`config.mk`:
```
export PLATFORM = sky130hd
export DESIGN_NAME = acm_ram
export DESIGN_NICKNAME = d
export VERILOG_FILES = /design/src/rtl/core/acm_ram.sv
export SDC_FILE = /design/constraint.sdc
export NUM_CORES = 2
export LEC_CHECK = 0
export BUFFER_PORTS_ARGS = -buffer_cell sky130_fd_sc_hd__buf_2
export CAP_MARGIN = 0
export CORE_UTILIZATION = 43
export DETAILED_ROUTE_END_ITERATION = 10
export PLACE_DENSITY = 0.62
export SETUP_SLACK_MARGIN = 0.2
export SLEW_MARGIN = 20
export SYNTH_ARGS = -nofsm -noshare
export SYNTH_HDL_FRONTEND = slang
export SYNTH_SLANG_ARGS = --single-unit
```
`constraint.sdc`:
```
create_clock -name clk -period 3.5 [get_ports clk]
set_input_delay 0.35 -clock clk [delete_from_list [all_inputs] [get_ports clk]]
set_output_delay 0.35 -clock clk [all_outputs]
set_load 0.02 [all_outputs]
```
`src/rtl/core/acm_ram.sv`:
```
// ----------------------------------------------------------------------------
// acm_ram
// single write port, single read port synchronous memory, registered read
// ----------------------------------------------------------------------------
module acm_ram #(
  parameter int DEPTH = 256,
  parameter int WIDTH = 8
) (
  input  logic                     clk,
  input  logic                     we,
  input  logic [$clog2(DEPTH)-1:0] waddr,
  input  logic [WIDTH-1:0]         wdata,
  input  logic [$clog2(DEPTH)-1:0] raddr,
  output logic [WIDTH-1:0]         rdata
);

  logic [WIDTH-1:0] mem [DEPTH];

  always_ff @(posedge clk) begin
    if (we) begin
      mem[waddr] <= wdata;
    end
    rdata <= mem[raddr];
  end

endmodule

```
== Yosys cells after proc, flatten, opt, wreduce, memory -nomap -nowiden ==
Memories as Yosys holds them, arrays and structs flattened. A register that Yosys moved wholly into a read port is not among the register bits.
Index checks and enable logic that the tools add are counted.
Operators by class
  $add $sub $neg: 0
  multipliers: 0
  divide/modulo/power cells: 0
  order comparisons: 0
  eq/ne operators: 0
  shift-type cells: 0
  muxes and demuxes: 2
  bitwise gates (word level): 0
  reduce and logical (&&, ||, !) cells: 0
Operators by type and width (count)
  1-bit two-way mux: 2
Storage, ports and cells
  bits in registers: 0
  latch bits: 0
  memory bits (writable): 2048
  ROM bits: 0
  bits of input ports: 26
  output and inout bits: 8
  memories: 1
Memories
  mem: words 256, width 8, read ports 1, clocked after memory_dff 1, write ports 1, RTL line 17  | logic [WIDTH-1:0] mem [DEPTH];

== Logic depth before layout (Yosys ltp) ==
  word-level depth: 2
  gate-level depth with buffers: 11
  depth with buffers taken out: 6

== Worst setup path after synthesis ==
No wires, ideal clock.
  path kind: input to register
  start point: in raddr[0]
  end point: reg rdata[2], read port of mem
  setup time: 0.131 ns
  arrival time: 2.157 ns
  path slack: 1.212 ns
  cell stages on the path: 9
  cells stage by stage: buf_6 buf_12 buf_8 buf_2 mux4_2 a22oi_1 a21oi_1 nor4_1 nor4_2
RTL lines
  start, declared: RTL line 13  | input logic [$clog2(DEPTH)-1:0] raddr,
  end, declared: RTL line 14  | output logic [WIDTH-1:0] rdata

==> results list <==
- In this run the power density over the cells is 557 nW/µm².
- Largest net degree at the start of global routing: 142
- Grouping stages by cell kind, the critical path spends the most delay in simple AND/OR/NAND/NOR gates.
* Critical setup path kind: register to register
- Total CTS buffers: 204
- Cell row count: 157
- The worst-case IR drop observed on VDD is 0.000500 V.
- The final hold violation count is 0.
- In the post-synthesis netlist, the cell with the most instances is edfxtp_1.
* Number of buffers and inverters on the critical path: 0
- Synthesis instantiated 55 different standard cells from the library.
- Buffers placed on the I/O ports in this run total 33.
* Sum of net half-perimeters after detailed placement: 129000 µm
* Max_slew headroom: 13.5%
- In the final routing, the length of wire on met1 measures 84600 µm.
- RSZ-0062 raised after global routing: false
- Final design utilization: 50.2%
- Weighted congestion reported at the end of routability-driven placement: 0.889
- TritonCTS built the clock tree.
- Share of layout cells above drive strength 1: 28.4%
- Total gr overflow: 0
- Total vias in the final route: 40096
* Slack of the critical path: 0.482 ns
* Core area: 183000 µm²
- The die covers 187000 µm².
* Detail-routed net length per standard cell: 29.7 µm
- Cell chosen for the clock root: clkbuf_16
- Final number of max-transition violations: 0
- Clock latency on the worst-skew pair: 0.88 ns
- After the first detailed-routing iteration, the DRC count stood at 5285.
- Overall Global Routing Usage: 21.7%
* Synthesized flop and latch total: 2056
* Part of the power in combinational logic: 5.2%
* Initial core utilization: 43.4%
* Final Skew: 0.0780 ns
- Detailed route wirelength on metal2: 97400 µm
- Proportion of netlist area held by the largest area contributor: 77.3%
- The routed design uses 16300 µm of met3 wire.
- Derived from the worst setup path, the maximum achievable clock frequency is 0.331 GHz.
* Clock Pin Slew Worst Setup and Hold Paths: 0.06 ns
- First-pass iteration count of the detailed router: 6
- For the worst setup path, the data required time is 4.14 ns.
- The synthesized netlist occupies a cell area of 79600 µm².
* Post-synth EDFFs: 2048
* Fraction of power consumed by the clock network: 41.8%
* Total Nets Final: 4213
* Dominant cells by area after synthesis: edfxtp_1 (77%), mux4_2 (13%), mux2i_1 (1.7%)
- The number of gates resized after CTS was 0.
- DRC Markers: 0
- Most frequent cells after synthesis: edfxtp_1 (2048), mux4_2 (454), nor2_1 (282), mux2i_1 (134), a22oi_1 (133)
- The first global-routing pass estimated 290000 µm of wire.
- Maximum clock insertion buffer count: 3
- CP startpoint kind: register
- edfxtp_1 takes more of the synthesized area than any other cell.
- After filler insertion, the fill cell instance count of the layout stands at 14613.
- Number of global-route vias before repair: 39571
- For the pin with the worst max-slew slack, the measured transition is 1.29 ns.
- Number of antenna violations at the first check in global routing: 14
- Sequential cells were found to cover 77.5% of the synthesized design area.
* Total routed wirelength: 203000 µm
- From left edge to right edge, the die measures 432 µm.
* Status: complete, no violations
- Of all flip-flops after synthesis, the portion carrying an async set or reset was 0%.
- The H-tree was split into 4 levels.
* Internal power: 40.1 mW
* Highest routed metal layer: met5
* Count of mapped cells out of synthesis: 3733
- In the finished design, the share of the clock period the worst path needs comes to 86.2%.
- Timing analysis after detailed placement gives a worst setup slack of -0.177 ns.
- Most used flip-flop cell after synthesis: edfxtp_1
- Subtracting the final worst setup slack from the clock period gives 3.02 ns.
* Endpoint kind of the worst setup timing path: register
- CTS Sinks: 2056
- Number of I/O pins: 34
- Antenna Nets Post-Route: 0
* Die Y-Extent: 432 µm
- Ordered list of cells on the worst path: mux4_2 -> nor2b_1 -> a211oi_1 -> nor2_1 -> nor4_1 -> nor4_2
* Largest fanout on the critical path: 1
- Switching part of the total power: 21.9%
* Total setup violations reported at the end of the flow: 0
- Layout Area Growth over Synthesis: 15.8%
- Post-synth net total: 3759
* Max_cap viols: 0
- The min-delay analysis places its worst path in the category primary input to register.
- P_leak: 29.1 nW
* Post-DR vias/cell: 5.87
- At the worst endpoint, the arrival time is 3.66 ns.
* Critical path's slowest cell: nor4_1
- The analysis attributes to net switching a power of 11.3 mW.
* Synthesized area per cell: 21.3 µm²
- Peak per-stage delay on the critical path: 1.02 ns
- Fraction of power consumed by sequential logic: 53.0%
- For this run, the number of Yosys warnings is 0.
[kinds of logic (layout without fill, tap and decap cells)]
family | after synthesis | count (layout) | share of synthesized area [%]
other cells | 0 | 8 | 0
flops | 2056 | 2056 | 77.5
buf+inv | 235 | 865 | 1.83
mux | 591 | 591 | 14.6
simple gates | 466 | 466 | 2.63
compound gates | 385 | 385 | 3.42
[power groups by stage]
stage / clock [mW] / combinational, mW / sequential, mW
after floorplan: 0 / 1.32 / 27.7
after global placement: 0 / 2.63 / 27.7
after detailed placement: 0 / 2.66 / 27.7
after CTS: 21.8 / 2.67 / 27.2
after global routing: 22.6 / 2.78 / 27.2
final: 21.5 / 2.66 / 27.2
[final cells by class]
type | instances | area, µm² | area share [%]
multi-input cells | 1442 | 16500 | 17.9
well taps | 2464 | 3080 | 3.35
flip-flops and latches | 2056 | 61700 | 66.9
repair buffers | 481 | 4200 | 4.56
inverters | 2 | 7.51 | 0.00815
clock buffers | 249 | 5270 | 5.73
clock inverters | 133 | 1350 | 1.46
diodes | 8 | 20.0 | 0.0217
[cell usage in the layout (no fill, tap or decap), drive strengths merged, types with 6 or more instances in the layout]
cell / netlist / routed
bufinv: 0 / 15
mux4: 456 / 456
clkinv: 1 / 112
nor2b: 31 / 31
nor4: 27 / 27
buf: 122 / 475
nand3: 34 / 34
diode: 0 / 8
dfxtp: 8 / 8
nand2b: 8 / 8
a211oi: 16 / 16
clkbuf: 111 / 250
mux2i: 134 / 134
a22o: 8 / 8
o22ai: 28 / 28
nand2: 33 / 33
edfxtp: 2048 / 2048
nand4: 10 / 10
and2: 6 / 6
a221oi: 14 / 14
o21ai: 12 / 12
o211ai: 10 / 10
a22oi: 133 / 133
a21oi: 96 / 96
o221ai: 47 / 47
nor2: 282 / 282
nor3: 22 / 22
[state kept, by name (all words and copies together) (netlist names)]
signal and flops:
mem 2048, rdata 8
[routing by layer]
| layer | vias to the layer above | track usage [%] |
|---|---|---|
| met5 | - | 0 |
| met4 | 2 | 5.59 |
| met3 | 267 | 3.99 |
| met2 | 1721 | 34.2 |
| met1 | 21463 | 31.4 |
| li1 | 16643 | - |
[metrics by stage]
stage               setup TNS (ns)  hold WS, ns  cell area, µm²  cells  total power [mW]
floorplan                        0        0.449           79600   3733              29.0
global placement            -0.164        0.850           85400   6439              30.3
detailed placement          -0.195        0.848           85400   6439              30.4
CTS                              0       0.0325           92100   6826              51.6
global route                     0       0.0647           92100   6831              52.6
finish                           0       0.0493           92100   6835              51.3
[worst paths after layout]
kind | to | from | slack [ns] | cells past startpoint
max | rdata[2]$_DFF_P_ | mem[77][2]$_DFFE_PP_ | 0.48 | 6
min | mem[130][3]$_DFFE_PP_ | wdata[3] | 0.05 | 1
max reg2reg | rdata[2]$_DFF_P_ | mem[77][2]$_DFFE_PP_ | 0.48 | 6
min reg2reg | rdata[1]$_DFF_P_ | mem[150][1]$_DFFE_PP_ | 1.09 | 5
[timing repair]
action,4_1_cts,5_1_grt
hold buffers,5,0
setup buffers,0,0
endpoints found under the hold margin,73,0
No activity file was read; power rests on OpenSTA's default activity.
